`src/rtl/dpcb_pkg.sv`:
```
// ----------------------------------------------------------------------------
// dpcb_pkg: shared types and constants of the debounced pulse counter bank
// Opcodes, result kinds, back-end states, the command queue entry and the
// result bundle that the front, the queue and the back end exchange.
// ----------------------------------------------------------------------------
package dpcb_pkg;

    localparam int DPCB_CHANNELS = 8;
    localparam int DPCB_Q_DEPTH  = 2;
    localparam int MS_PER_S      = 1000;
    localparam int DIV_STEPS     = 32;

    localparam logic [1:0] CFG_ENABLED    = 2'd0;
    localparam logic [1:0] CFG_DEBOUNCE   = 2'd1;
    localparam logic [1:0] CFG_INTERVAL   = 2'd2;
    localparam logic [1:0] CFG_SAVE_EVERY = 2'd3;

    localparam logic [7:0] ENABLED_RESET  = 8'hff;
    localparam logic [7:0] INTERVAL_RESET = 8'd60;

    typedef enum logic [1:0] {
        OP_PIN  = 2'd0,
        OP_TICK = 2'd1,
        OP_SET  = 2'd2
    } t_op;

    typedef enum logic [1:0] {
        KIND_EDGE     = 2'd0,
        KIND_PERIODIC = 2'd1,
        KIND_ECHO     = 2'd2
    } t_kind;

    typedef enum logic [2:0] {
        ST_IDLE,
        ST_EDGE,
        ST_MOD,
        ST_TICK,
        ST_REPORT,
        ST_SET
    } t_back_state;

    typedef struct packed {
        t_op         op;
        logic [2:0]  ch;
        logic [31:0] value;
    } t_cmd;

    typedef struct packed {
        logic full;
        logic empty;
    } t_q_status;

    typedef struct packed {
        logic        valid;
        t_kind       kind;
        logic [2:0]  ch;
        logic [31:0] count;
        logic        save;
        logic        last;
    } t_result;

endpackage

```
`src/rtl/dpcb_front.sv`:
```
// ----------------------------------------------------------------------------
// dpcb_front: request intake and classification
// Drops requests that cannot produce any effect and turns the rest into
// queue commands.
// ----------------------------------------------------------------------------
module dpcb_front #(
    parameter int CHANNELS = dpcb_pkg::DPCB_CHANNELS
) (
    input  logic              start,
    input  logic              busy,
    input  logic [1:0]        i_opcode,
    input  logic [2:0]        i_channel,
    input  logic              i_level,
    input  logic [31:0]       i_new_count,
    input  logic [7:0]        i_enabled,
    output logic              o_push,
    output dpcb_pkg::t_cmd    o_cmd
);
    import dpcb_pkg::*;

    logic w_present;
    logic w_keep;
    t_op  w_op;

    assign w_present = (32'(i_channel) < CHANNELS) && i_enabled[i_channel];

    always_comb begin
        w_keep = 1'b0;
        w_op   = OP_TICK;
        case (i_opcode)
            OP_PIN: begin
                w_keep = w_present && !i_level;
                w_op   = OP_PIN;
            end
            OP_TICK: begin
                w_keep = 1'b1;
                w_op   = OP_TICK;
            end
            OP_SET: begin
                w_keep = w_present;
                w_op   = OP_SET;
            end
            default: begin
                w_keep = 1'b0;
                w_op   = OP_TICK;
            end
        endcase
    end

    assign o_push       = start && !busy && w_keep;
    assign o_cmd.op     = w_op;
    assign o_cmd.ch     = i_channel;
    assign o_cmd.value  = i_new_count;

endmodule

```
`src/rtl/dpcb_queue.sv`:
```
// ----------------------------------------------------------------------------
// dpcb_queue: command queue between front and back end
// Small register FIFO; push and pop may happen in the same cycle.
// ----------------------------------------------------------------------------
module dpcb_queue (
    input  logic                i_clk,
    input  logic                i_rst_n,
    input  logic                i_push,
    input  dpcb_pkg::t_cmd      i_cmd,
    input  logic                i_pop,
    output dpcb_pkg::t_cmd      o_head,
    output dpcb_pkg::t_q_status o_status
);
    import dpcb_pkg::*;

    localparam int PTR_W = (DPCB_Q_DEPTH > 1) ? $clog2(DPCB_Q_DEPTH) : 1;
    localparam int CNT_W = $clog2(DPCB_Q_DEPTH + 1);

    t_cmd             r_mem [DPCB_Q_DEPTH];
    logic [PTR_W-1:0] r_wr_ptr, n_wr_ptr;
    logic [PTR_W-1:0] r_rd_ptr, n_rd_ptr;
    logic [CNT_W-1:0] r_count, n_count;

    function automatic logic [PTR_W-1:0] f_next(input logic [PTR_W-1:0] p);
        if (p == PTR_W'(DPCB_Q_DEPTH - 1)) begin
            return '0;
        end
        return p + PTR_W'(1);
    endfunction

    always_comb begin
        n_wr_ptr = i_push ? f_next(r_wr_ptr) : r_wr_ptr;
        n_rd_ptr = i_pop  ? f_next(r_rd_ptr) : r_rd_ptr;
        n_count  = r_count + CNT_W'(i_push) - CNT_W'(i_pop);
    end

    always_ff @(posedge i_clk) begin
        if (!i_rst_n) begin
            r_wr_ptr <= '0;
            r_rd_ptr <= '0;
            r_count  <= '0;
        end else begin
            r_wr_ptr <= n_wr_ptr;
            r_rd_ptr <= n_rd_ptr;
            r_count  <= n_count;
        end
    end

    always_ff @(posedge i_clk) begin
        if (i_push) begin
            r_mem[r_wr_ptr] <= i_cmd;
        end
    end

    assign o_head         = r_mem[r_rd_ptr];
    assign o_status.full  = (r_count == CNT_W'(DPCB_Q_DEPTH));
    assign o_status.empty = (r_count == '0);

endmodule

```
`src/rtl/dpcb_back.sv`:
```
// ----------------------------------------------------------------------------
// dpcb_back: command execution
// Holds time, counts and last-edge times; runs debounce, a bit-serial
// remainder for save requests, and the periodic report sweep.
// ----------------------------------------------------------------------------
module dpcb_back #(
    parameter int CHANNELS = dpcb_pkg::DPCB_CHANNELS
) (
    input  logic                i_clk,
    input  logic                i_rst_n,
    input  dpcb_pkg::t_q_status i_q_status,
    input  dpcb_pkg::t_cmd      i_head,
    output logic                o_pop,
    input  logic [7:0]          i_enabled,
    input  logic [15:0]         i_debounce,
    input  logic [7:0]          i_interval,
    input  logic [15:0]         i_save_every,
    input  logic                i_interval_wr,
    output dpcb_pkg::t_result   o_result
);
    import dpcb_pkg::*;

    localparam int CH_W   = (CHANNELS > 1) ? $clog2(CHANNELS) : 1;
    localparam int STEP_W = $clog2(DIV_STEPS);

    t_back_state      r_state, n_state;
    logic [2:0]       r_ch, n_ch;
    logic [31:0]      r_value, n_value;
    logic [31:0]      r_now, n_now;
    logic [17:0]      r_elapsed, n_elapsed;
    logic [31:0]      r_sh, n_sh;
    logic [15:0]      r_rem, n_rem;
    logic [STEP_W-1:0] r_step, n_step;
    t_result          r_out, n_out;

    logic [31:0]      r_count [CHANNELS];
    logic [31:0]      r_last  [CHANNELS];

    logic             w_cnt_we;
    logic [31:0]      w_cnt_data;
    logic             w_last_we;

    logic [31:0]      w_cur_count;
    logic [31:0]      w_cur_last;
    logic [31:0]      w_diff;
    logic [31:0]      w_inc;
    logic [16:0]      w_trial;
    logic [15:0]      w_rem_next;
    logic [17:0]      w_elapsed_inc;
    logic [17:0]      w_limit;
    logic             w_above;

    assign w_cur_count = r_count[r_ch[CH_W-1:0]];
    assign w_cur_last  = r_last[r_ch[CH_W-1:0]];
    assign w_diff      = r_now - w_cur_last;
    assign w_inc       = w_cur_count + 32'd1;
    assign w_trial     = {r_rem, r_sh[31]};
    assign w_rem_next  = (w_trial >= {1'b0, i_save_every})
                         ? 16'(w_trial - {1'b0, i_save_every}) : w_trial[15:0];
    assign w_elapsed_inc = r_elapsed + 18'd1;
    assign w_limit       = 18'(i_interval) * 18'(MS_PER_S);

    // any enabled channel after the one being reported
    always_comb begin
        w_above = 1'b0;
        for (int i = 0; i < CHANNELS; i++) begin
            if ((3'(i) > r_ch) && i_enabled[i]) begin
                w_above = 1'b1;
            end
        end
    end

    always_comb begin
        n_state   = r_state;
        n_ch      = r_ch;
        n_value   = r_value;
        n_now     = r_now;
        n_elapsed = r_elapsed;
        n_sh      = r_sh;
        n_rem     = r_rem;
        n_step    = r_step;
        n_out     = r_out;
        n_out.valid = 1'b0;
        o_pop      = 1'b0;
        w_cnt_we   = 1'b0;
        w_cnt_data = w_inc;
        w_last_we  = 1'b0;

        case (r_state)
            ST_IDLE: begin
                if (!i_q_status.empty) begin
                    o_pop   = 1'b1;
                    n_ch    = i_head.ch;
                    n_value = i_head.value;
                    case (i_head.op)
                        OP_PIN:  n_state = ST_EDGE;
                        OP_TICK: n_state = ST_TICK;
                        OP_SET:  n_state = ST_SET;
                        default: n_state = ST_IDLE;
                    endcase
                end
            end
            ST_EDGE: begin
                if ((i_debounce != 16'd0) && (w_diff < {16'd0, i_debounce})) begin
                    // bounce: drop silently
                    n_state = ST_IDLE;
                end else begin
                    w_last_we  = (i_debounce != 16'd0);
                    w_cnt_we   = 1'b1;
                    w_cnt_data = w_inc;
                    n_value    = w_inc;
                    if (i_save_every != 16'd0) begin
                        n_sh    = w_inc;
                        n_rem   = '0;
                        n_step  = '0;
                        n_state = ST_MOD;
                    end else begin
                        n_out.valid = 1'b1;
                        n_out.kind  = KIND_EDGE;
                        n_out.ch    = r_ch;
                        n_out.count = w_inc;
                        n_out.save  = 1'b0;
                        n_out.last  = 1'b1;
                        n_state     = ST_IDLE;
                    end
                end
            end
            ST_MOD: begin
                n_rem  = w_rem_next;
                n_sh   = {r_sh[30:0], 1'b0};
                n_step = r_step + STEP_W'(1);
                if (r_step == STEP_W'(DIV_STEPS - 1)) begin
                    n_out.valid = 1'b1;
                    n_out.kind  = KIND_EDGE;
                    n_out.ch    = r_ch;
                    n_out.count = r_value;
                    n_out.save  = (w_rem_next == 16'd0);
                    n_out.last  = 1'b1;
                    n_state     = ST_IDLE;
                end
            end
            ST_TICK: begin
                n_now   = r_now + 32'd1;
                n_state = ST_IDLE;
                if (i_interval == 8'd0) begin
                    n_elapsed = '0;
                end else if (w_elapsed_inc >= w_limit) begin
                    n_elapsed = '0;
                    n_ch      = '0;
                    n_state   = ST_REPORT;
                end else begin
                    n_elapsed = w_elapsed_inc;
                end
            end
            ST_REPORT: begin
                if (i_enabled[r_ch]) begin
                    n_out.valid = 1'b1;
                    n_out.kind  = KIND_PERIODIC;
                    n_out.ch    = r_ch;
                    n_out.count = w_cur_count;
                    n_out.save  = 1'b0;
                    n_out.last  = !w_above;
                end
                if (r_ch == 3'(CHANNELS - 1)) begin
                    n_state = ST_IDLE;
                end else begin
                    n_ch = r_ch + 3'd1;
                end
            end
            ST_SET: begin
                w_cnt_we    = 1'b1;
                w_cnt_data  = r_value;
                n_out.valid = 1'b1;
                n_out.kind  = KIND_ECHO;
                n_out.ch    = r_ch;
                n_out.count = r_value;
                n_out.save  = 1'b0;
                n_out.last  = 1'b1;
                n_state     = ST_IDLE;
            end
            default: n_state = ST_IDLE;
        endcase

        if (i_interval_wr) begin
            n_elapsed = '0;
        end
    end

    always_ff @(posedge i_clk) begin
        if (!i_rst_n) begin
            r_state     <= ST_IDLE;
            r_now       <= '0;
            r_elapsed   <= '0;
            r_out.valid <= 1'b0;
        end else begin
            r_state     <= n_state;
            r_now       <= n_now;
            r_elapsed   <= n_elapsed;
            r_out.valid <= n_out.valid;
        end
    end

    always_ff @(posedge i_clk) begin
        r_ch        <= n_ch;
        r_value     <= n_value;
        r_sh        <= n_sh;
        r_rem       <= n_rem;
        r_step      <= n_step;
        r_out.kind  <= n_out.kind;
        r_out.ch    <= n_out.ch;
        r_out.count <= n_out.count;
        r_out.save  <= n_out.save;
        r_out.last  <= n_out.last;
    end

    // per-channel state clears at reset
    always_ff @(posedge i_clk) begin
        if (!i_rst_n) begin
            for (int i = 0; i < CHANNELS; i++) begin
                r_count[i] <= '0;
                r_last[i]  <= '0;
            end
        end else begin
            if (w_cnt_we) begin
                r_count[r_ch[CH_W-1:0]] <= w_cnt_data;
            end
            if (w_last_we) begin
                r_last[r_ch[CH_W-1:0]] <= r_now;
            end
        end
    end

    assign o_result = r_out;

endmodule

```
`src/rtl/debounced_pulse_counter_bank_top.sv`:
```
// ----------------------------------------------------------------------------
// debounced_pulse_counter_bank_top: multichannel debounced pulse counter
// A request goes from the front into the queue; the back end pops it, runs
//   edge (with 32-step bit-serial save remainder), set or tick/sweep states
//   and registers the result; the queue takes new requests unless it is full.
// The receiver cannot stall: each result shows for one cycle on o_valid.
// Synchronous active-low reset clears time, counts, last-edge times, queue.
// ----------------------------------------------------------------------------
module debounced_pulse_counter_bank_top #(
    parameter int CHANNELS = dpcb_pkg::DPCB_CHANNELS
) (
    input  logic        i_clk,
    input  logic        i_rst_n,
    // request channel
    input  logic        start,
    output logic        busy,
    input  logic [1:0]  i_opcode,
    input  logic [2:0]  i_channel,
    input  logic        i_level,
    input  logic [31:0] i_new_count,
    // configuration write port
    input  logic        i_cfg_we,
    input  logic [1:0]  i_cfg_idx,
    input  logic [15:0] i_cfg_data,
    // result channel
    output logic        o_valid,
    output logic [1:0]  o_kind,
    output logic [2:0]  o_report_channel,
    output logic [31:0] o_count_value,
    output logic        o_save_request,
    output logic        o_last_of_run
);
    import dpcb_pkg::*;

    // configuration registers
    logic [7:0]  r_enabled;
    logic [15:0] r_debounce;
    logic [7:0]  r_interval;
    logic [15:0] r_save_every;
    logic        w_interval_wr;

    logic        w_push;
    logic        w_pop;
    t_cmd        w_cmd;
    t_cmd        w_head;
    t_q_status   w_q_status;
    t_result     w_result;

    // Writing the interval also restarts it, so tell the back end.
    assign w_interval_wr = i_cfg_we && (i_cfg_idx == CFG_INTERVAL);

    always_ff @(posedge i_clk) begin
        if (!i_rst_n) begin
            r_enabled    <= ENABLED_RESET;
            r_debounce   <= '0;
            r_interval   <= INTERVAL_RESET;
            r_save_every <= '0;
        end else if (i_cfg_we) begin
            case (i_cfg_idx)
                CFG_ENABLED:    r_enabled    <= i_cfg_data[7:0];
                CFG_DEBOUNCE:   r_debounce   <= i_cfg_data;
                CFG_INTERVAL:   r_interval   <= i_cfg_data[7:0];
                CFG_SAVE_EVERY: r_save_every <= i_cfg_data;
                default:        r_enabled    <= r_enabled;
            endcase
        end
    end

    // Hold off new requests only when the queue has no room.
    assign busy = w_q_status.full;

    // Front: accept and classify; requests that cannot have an effect never enter the queue.
    dpcb_front #(
        .CHANNELS (CHANNELS)
    ) u_front (
        .start       (start),
        .busy        (busy),
        .i_opcode    (i_opcode),
        .i_channel   (i_channel),
        .i_level     (i_level),
        .i_new_count (i_new_count),
        .i_enabled   (r_enabled),
        .o_push      (w_push),
        .o_cmd       (w_cmd)
    );

    // Queue decouples intake from the multi-cycle back end.
    dpcb_queue u_queue (
        .i_clk    (i_clk),
        .i_rst_n  (i_rst_n),
        .i_push   (w_push),
        .i_cmd    (w_cmd),
        .i_pop    (w_pop),
        .o_head   (w_head),
        .o_status (w_q_status)
    );

    // Back end: execute one command at a time and drive the result register.
    dpcb_back #(
        .CHANNELS (CHANNELS)
    ) u_back (
        .i_clk         (i_clk),
        .i_rst_n       (i_rst_n),
        .i_q_status    (w_q_status),
        .i_head        (w_head),
        .o_pop         (w_pop),
        .i_enabled     (r_enabled),
        .i_debounce    (r_debounce),
        .i_interval    (r_interval),
        .i_save_every  (r_save_every),
        .i_interval_wr (w_interval_wr),
        .o_result      (w_result)
    );

    assign o_valid          = w_result.valid;
    assign o_kind           = w_result.kind;
    assign o_report_channel = w_result.ch;
    assign o_count_value    = w_result.count;
    assign o_save_request   = w_result.save;
    assign o_last_of_run    = w_result.last;

endmodule

```
`config.mk`:
```
export PLATFORM = sky130hd
export DESIGN_NAME = debounced_pulse_counter_bank_top
export DESIGN_NICKNAME = d
export VERILOG_FILES = /design/src/rtl/dpcb_pkg.sv /design/src/rtl/dpcb_front.sv /design/src/rtl/dpcb_queue.sv /design/src/rtl/dpcb_back.sv /design/src/rtl/debounced_pulse_counter_bank_top.sv
export SDC_FILE = /design/constraint.sdc
export NUM_CORES = 1
export LEC_CHECK = 0
export BUFFER_PORTS_ARGS = -buffer_cell sky130_fd_sc_hd__buf_2
export CORE_MARGIN = 4
export CORE_UTILIZATION = 45
export DETAILED_ROUTE_END_ITERATION = 10
export MAX_ROUTING_LAYER = met4
export PLACE_DENSITY = 0.68
export SLEW_MARGIN = 30
export SYNTH_ARGS = -nofsm -noshare
export SYNTH_HDL_FRONTEND = slang
export SYNTH_SLANG_ARGS = --single-unit
```
`constraint.sdc`:
```
create_clock -name i_clk -period 21.3 [get_ports i_clk]
set_input_delay 2.13 -clock i_clk [delete_from_list [all_inputs] [get_ports i_clk]]
set_output_delay 2.13 -clock i_clk [all_outputs]
set_load 0.01 [all_outputs]
```
==> metrics <==
status finished clean; Tot GR Track Use 0.228; First-pass DRT Iterations 6; Yosys warning count 0; FMAX roughly 120 MHz; number of fill cells approximately 8000; syn_nets 3624; setup TNS 0 ns; initial antenna violation count 8; Die W 310 um; Worst slew margin 0.298; unique cell type count in the Yosys netlist 79; post_cts resized 0; vias approximately 27000; Die H 310 um; Starting DRT DRC Count around 2800; crit start category register; post-route cell area 45500 um^2; worst-path cell with the longest stage delay o21ai_4; Crit path largest cell delay 1.16 ns; post-synthesis register bit count 823; worst slew pin tran 1.02 ns; post-CTS setup buffers 0; Power Dens Cells roughly 120 nW/um^2; crit end category register; Setup Crit Path Kind register to register; largest family of logic cells by synthesized area simple AND/OR/NAND/NOR gates; final setup fails 0; EDFF count, synth 713; CTS H-tree depth 3; first-pass GRT wire length 162000 um; Clock Skew 0.0254 ns; vias in the first global route 26947; Seq/Total Area, Yosys 0.575; required time of the critical path 21.46 ns; Pleak 16.6 nW; pre-CTS WS 12.62 ns; total grt overflow 0; Finished Core Util 0.504; crit share post-route 0.408; simple-gate share of the synthesized area 0.141; Port Buffers 100; post-synthesis compound-gate area fraction 0.0665; Max Slew Vio Count 0; Wirelength per Cell 22.6 um; Synth Instances 3410; hold buffer count at cts 0; Synth Area in Adders 0.0511; Worst-Skew Late Latency 0.66 ns; Final Hold Vio Count 0; proportion of layout cells with a drive suffix above 1 0.132; Worst IR Drop VDD ~0.000077 V; initial core utilization 0.455; clock sink total 823; Nets 3669; Top FF cell, synth edfxtp_1; Max FO, Critical Path 45; Post-synth ARST share 0; root buffer selected by CTS clkbuf_16; post-DP HPWL 70000 um; area post-placement 42600 um^2; HP Class register to register; final setup margin 12.61 ns; Std-Cell Rows 110; Synth area leaders edfxtp_1 (52%), mux4_2 (6.5%), nor2_1 (5.8%), dfxtp_1 (5.4%), ha_1 (4.0%); Ports 101; synthesized area between 40000 and 50000 um^2; Worst EP arrival 8.86 ns; Final ANT Viol Nets 0; Tmin final 8.69 ns; Routability Congestion 0.964; CTS tree built; mux contribution to synthesized area 0.109; Syn Area/Cell 12.0 um^2; commonest non-fill, non-tap cell in the layout edfxtp_1; DRC Markers 0; Hold Slack 0.482 ns; Synth-to-Final Area Change 10.9%; core footprint about 90000 um^2; Vias/cell between 5 and 6; pin count of the biggest net entering global routing 70; clk slew on worst S/H paths roughly 0.06 ns; final WL 106000 um; clock buffer depth 3; CTS buffer count 87; Max Cap Viol 0; area leader, netlist edfxtp_1; Synth top area share 0.521; worst-path cell chain buf_4 -> buf_4 -> mux4_2 -> mux2i_1 -> ha_1 -> nor3_1 -> nor2_1 -> o41ai_1 -> nand2_1 -> xor2_1 -> ha_1 -> a21oi_1 -> nor2b_1 -> o21ai_0 -> nand2_1 -> nor3_1 -> o2111ai_1 -> nor4_2 -> nand3_2 -> o21ai_4 -> nand2_2; unrepaired setup endpoints after global routing no; Die ar. a little under 100000 um^2; commonest non-fill, non-tap cells in the layout edfxtp_1 (713), nor2_1 (638), nand2_1 (402); post-synthesis xor/xnor area fraction 0.0254
[logic make-up after synthesis]
logic type               after synthesis
XOR/XNOR                             119
AO/OA/AOI/OAI                        400
AND/OR/NAND/NOR                     1349
multiplexers                         277
adder cells (fa/ha/maj)              154
flip-flops                           823
buffers and inverters                288
[registers in the layout, summed over array words and instances (netlist names), named ones only]
register and count:
u_back.r_count 256, r_interval 8, u_queue.r_rd_ptr 1, u_back.r_value 32, u_back.r_ch 3, u_back.r_state 3, u_back.r_step 5, r_enabled 8
u_back.r_rem 16, u_back.r_now 32, u_back.r_last 256, r_save_every 16, u_back.r_elapsed 18, u_queue.r_count 2, u_queue.r_wr_ptr 1, r_debounce 16
u_back.r_sh 32, u_queue.r_mem 74, u_back.o_result 40
[final cells by class]
type	instances	area [um^2]	share of cell area
diodes	3	7.51	0.000165
well taps	1176	1470	0.0323
multi-input cells	2299	16400	0.359
inverters	102	385	0.00846
repair buffers	142	933	0.0205
clock inverters	45	449	0.00986
clock buffers	112	2310	0.0508
flip-flops and latches	823	23600	0.519
[worst paths after layout]
path | startpoint | endpoint | slack, ns | depth (start not counted)
hold reg to reg | r_save_every[12]$_SDFFE_PN0P_ | r_save_every[12]$_SDFFE_PN0P_ | 0.48 | 2
setup reg to reg | register | u_back.r_count[3][31]$_SDFFCE_PN0P_ | 12.61 | 21
setup / recovery | register | u_back.r_count[3][31]$_SDFFCE_PN0P_ | 12.61 | 21
hold / removal | r_save_every[12]$_SDFFE_PN0P_ | r_save_every[12]$_SDFFE_PN0P_ | 0.48 | 2
[cells in the mapped netlist (30+ instances only)]
cell / instances
edfxtp_1: 713
nor2_1: 639
nand2_1: 413
mux2i_1: 135
ha_1: 131
mux4_2: 119
dfxtp_1: 110
clkbuf_1: 101
inv_1: 101
o21ai_0: 90
a21oi_1: 85
xnor2_1: 66
xor2_1: 53
nand3_1: 48
a21boi_0: 45
and2_1: 41
nor3_1: 37
a21o_1: 32
and3_1: 30
buf_4: 30
[metrics by stage]
step / instances / total power, mW
after floorplan: 3410 / 3.58
after global placement: 4535 / 4.16
after detailed placement: 4535 / 4.19
after CTS: 4692 / 5.67
after global routing: 4702 / 5.97
final: 4702 / 5.67
[report_power, final]
group          total [mW]  switching [mW]  internal, mW  leakage (nW)
clock network        1.48           0.638         0.845          1.34
registers            2.11           0.113          2.00          8.06
logic                2.08            1.35         0.734          7.15
total                5.67            2.10          3.58          16.6
[worst max-delay path: cells and delay by family (launching register included)]
family / cells / cell delay (ns)
and+or+nand+nor: 9 / 2.85
AOI/OAI and AO/OA: 5 / 1.73
buffers and inverters: 2 / 1.29
DFF: 1 / 0.72
adders and majority gates: 2 / 0.68
muxes: 2 / 0.67
xor gates and xnor gates: 1 / 0.20
[layer usage]
layer | track usage | wire (um) | vias to the layer above
li1 | - | - | 12450
met1 | 0.307 | 44700 | 13481
met2 | 0.353 | 49600 | 1069
met3 | 0.0441 | 9100 | 177
met4 | 0.0690 | 3010 | 0
met5 | - | 0 | -
No activity file was read; power rests on OpenSTA's default activity.
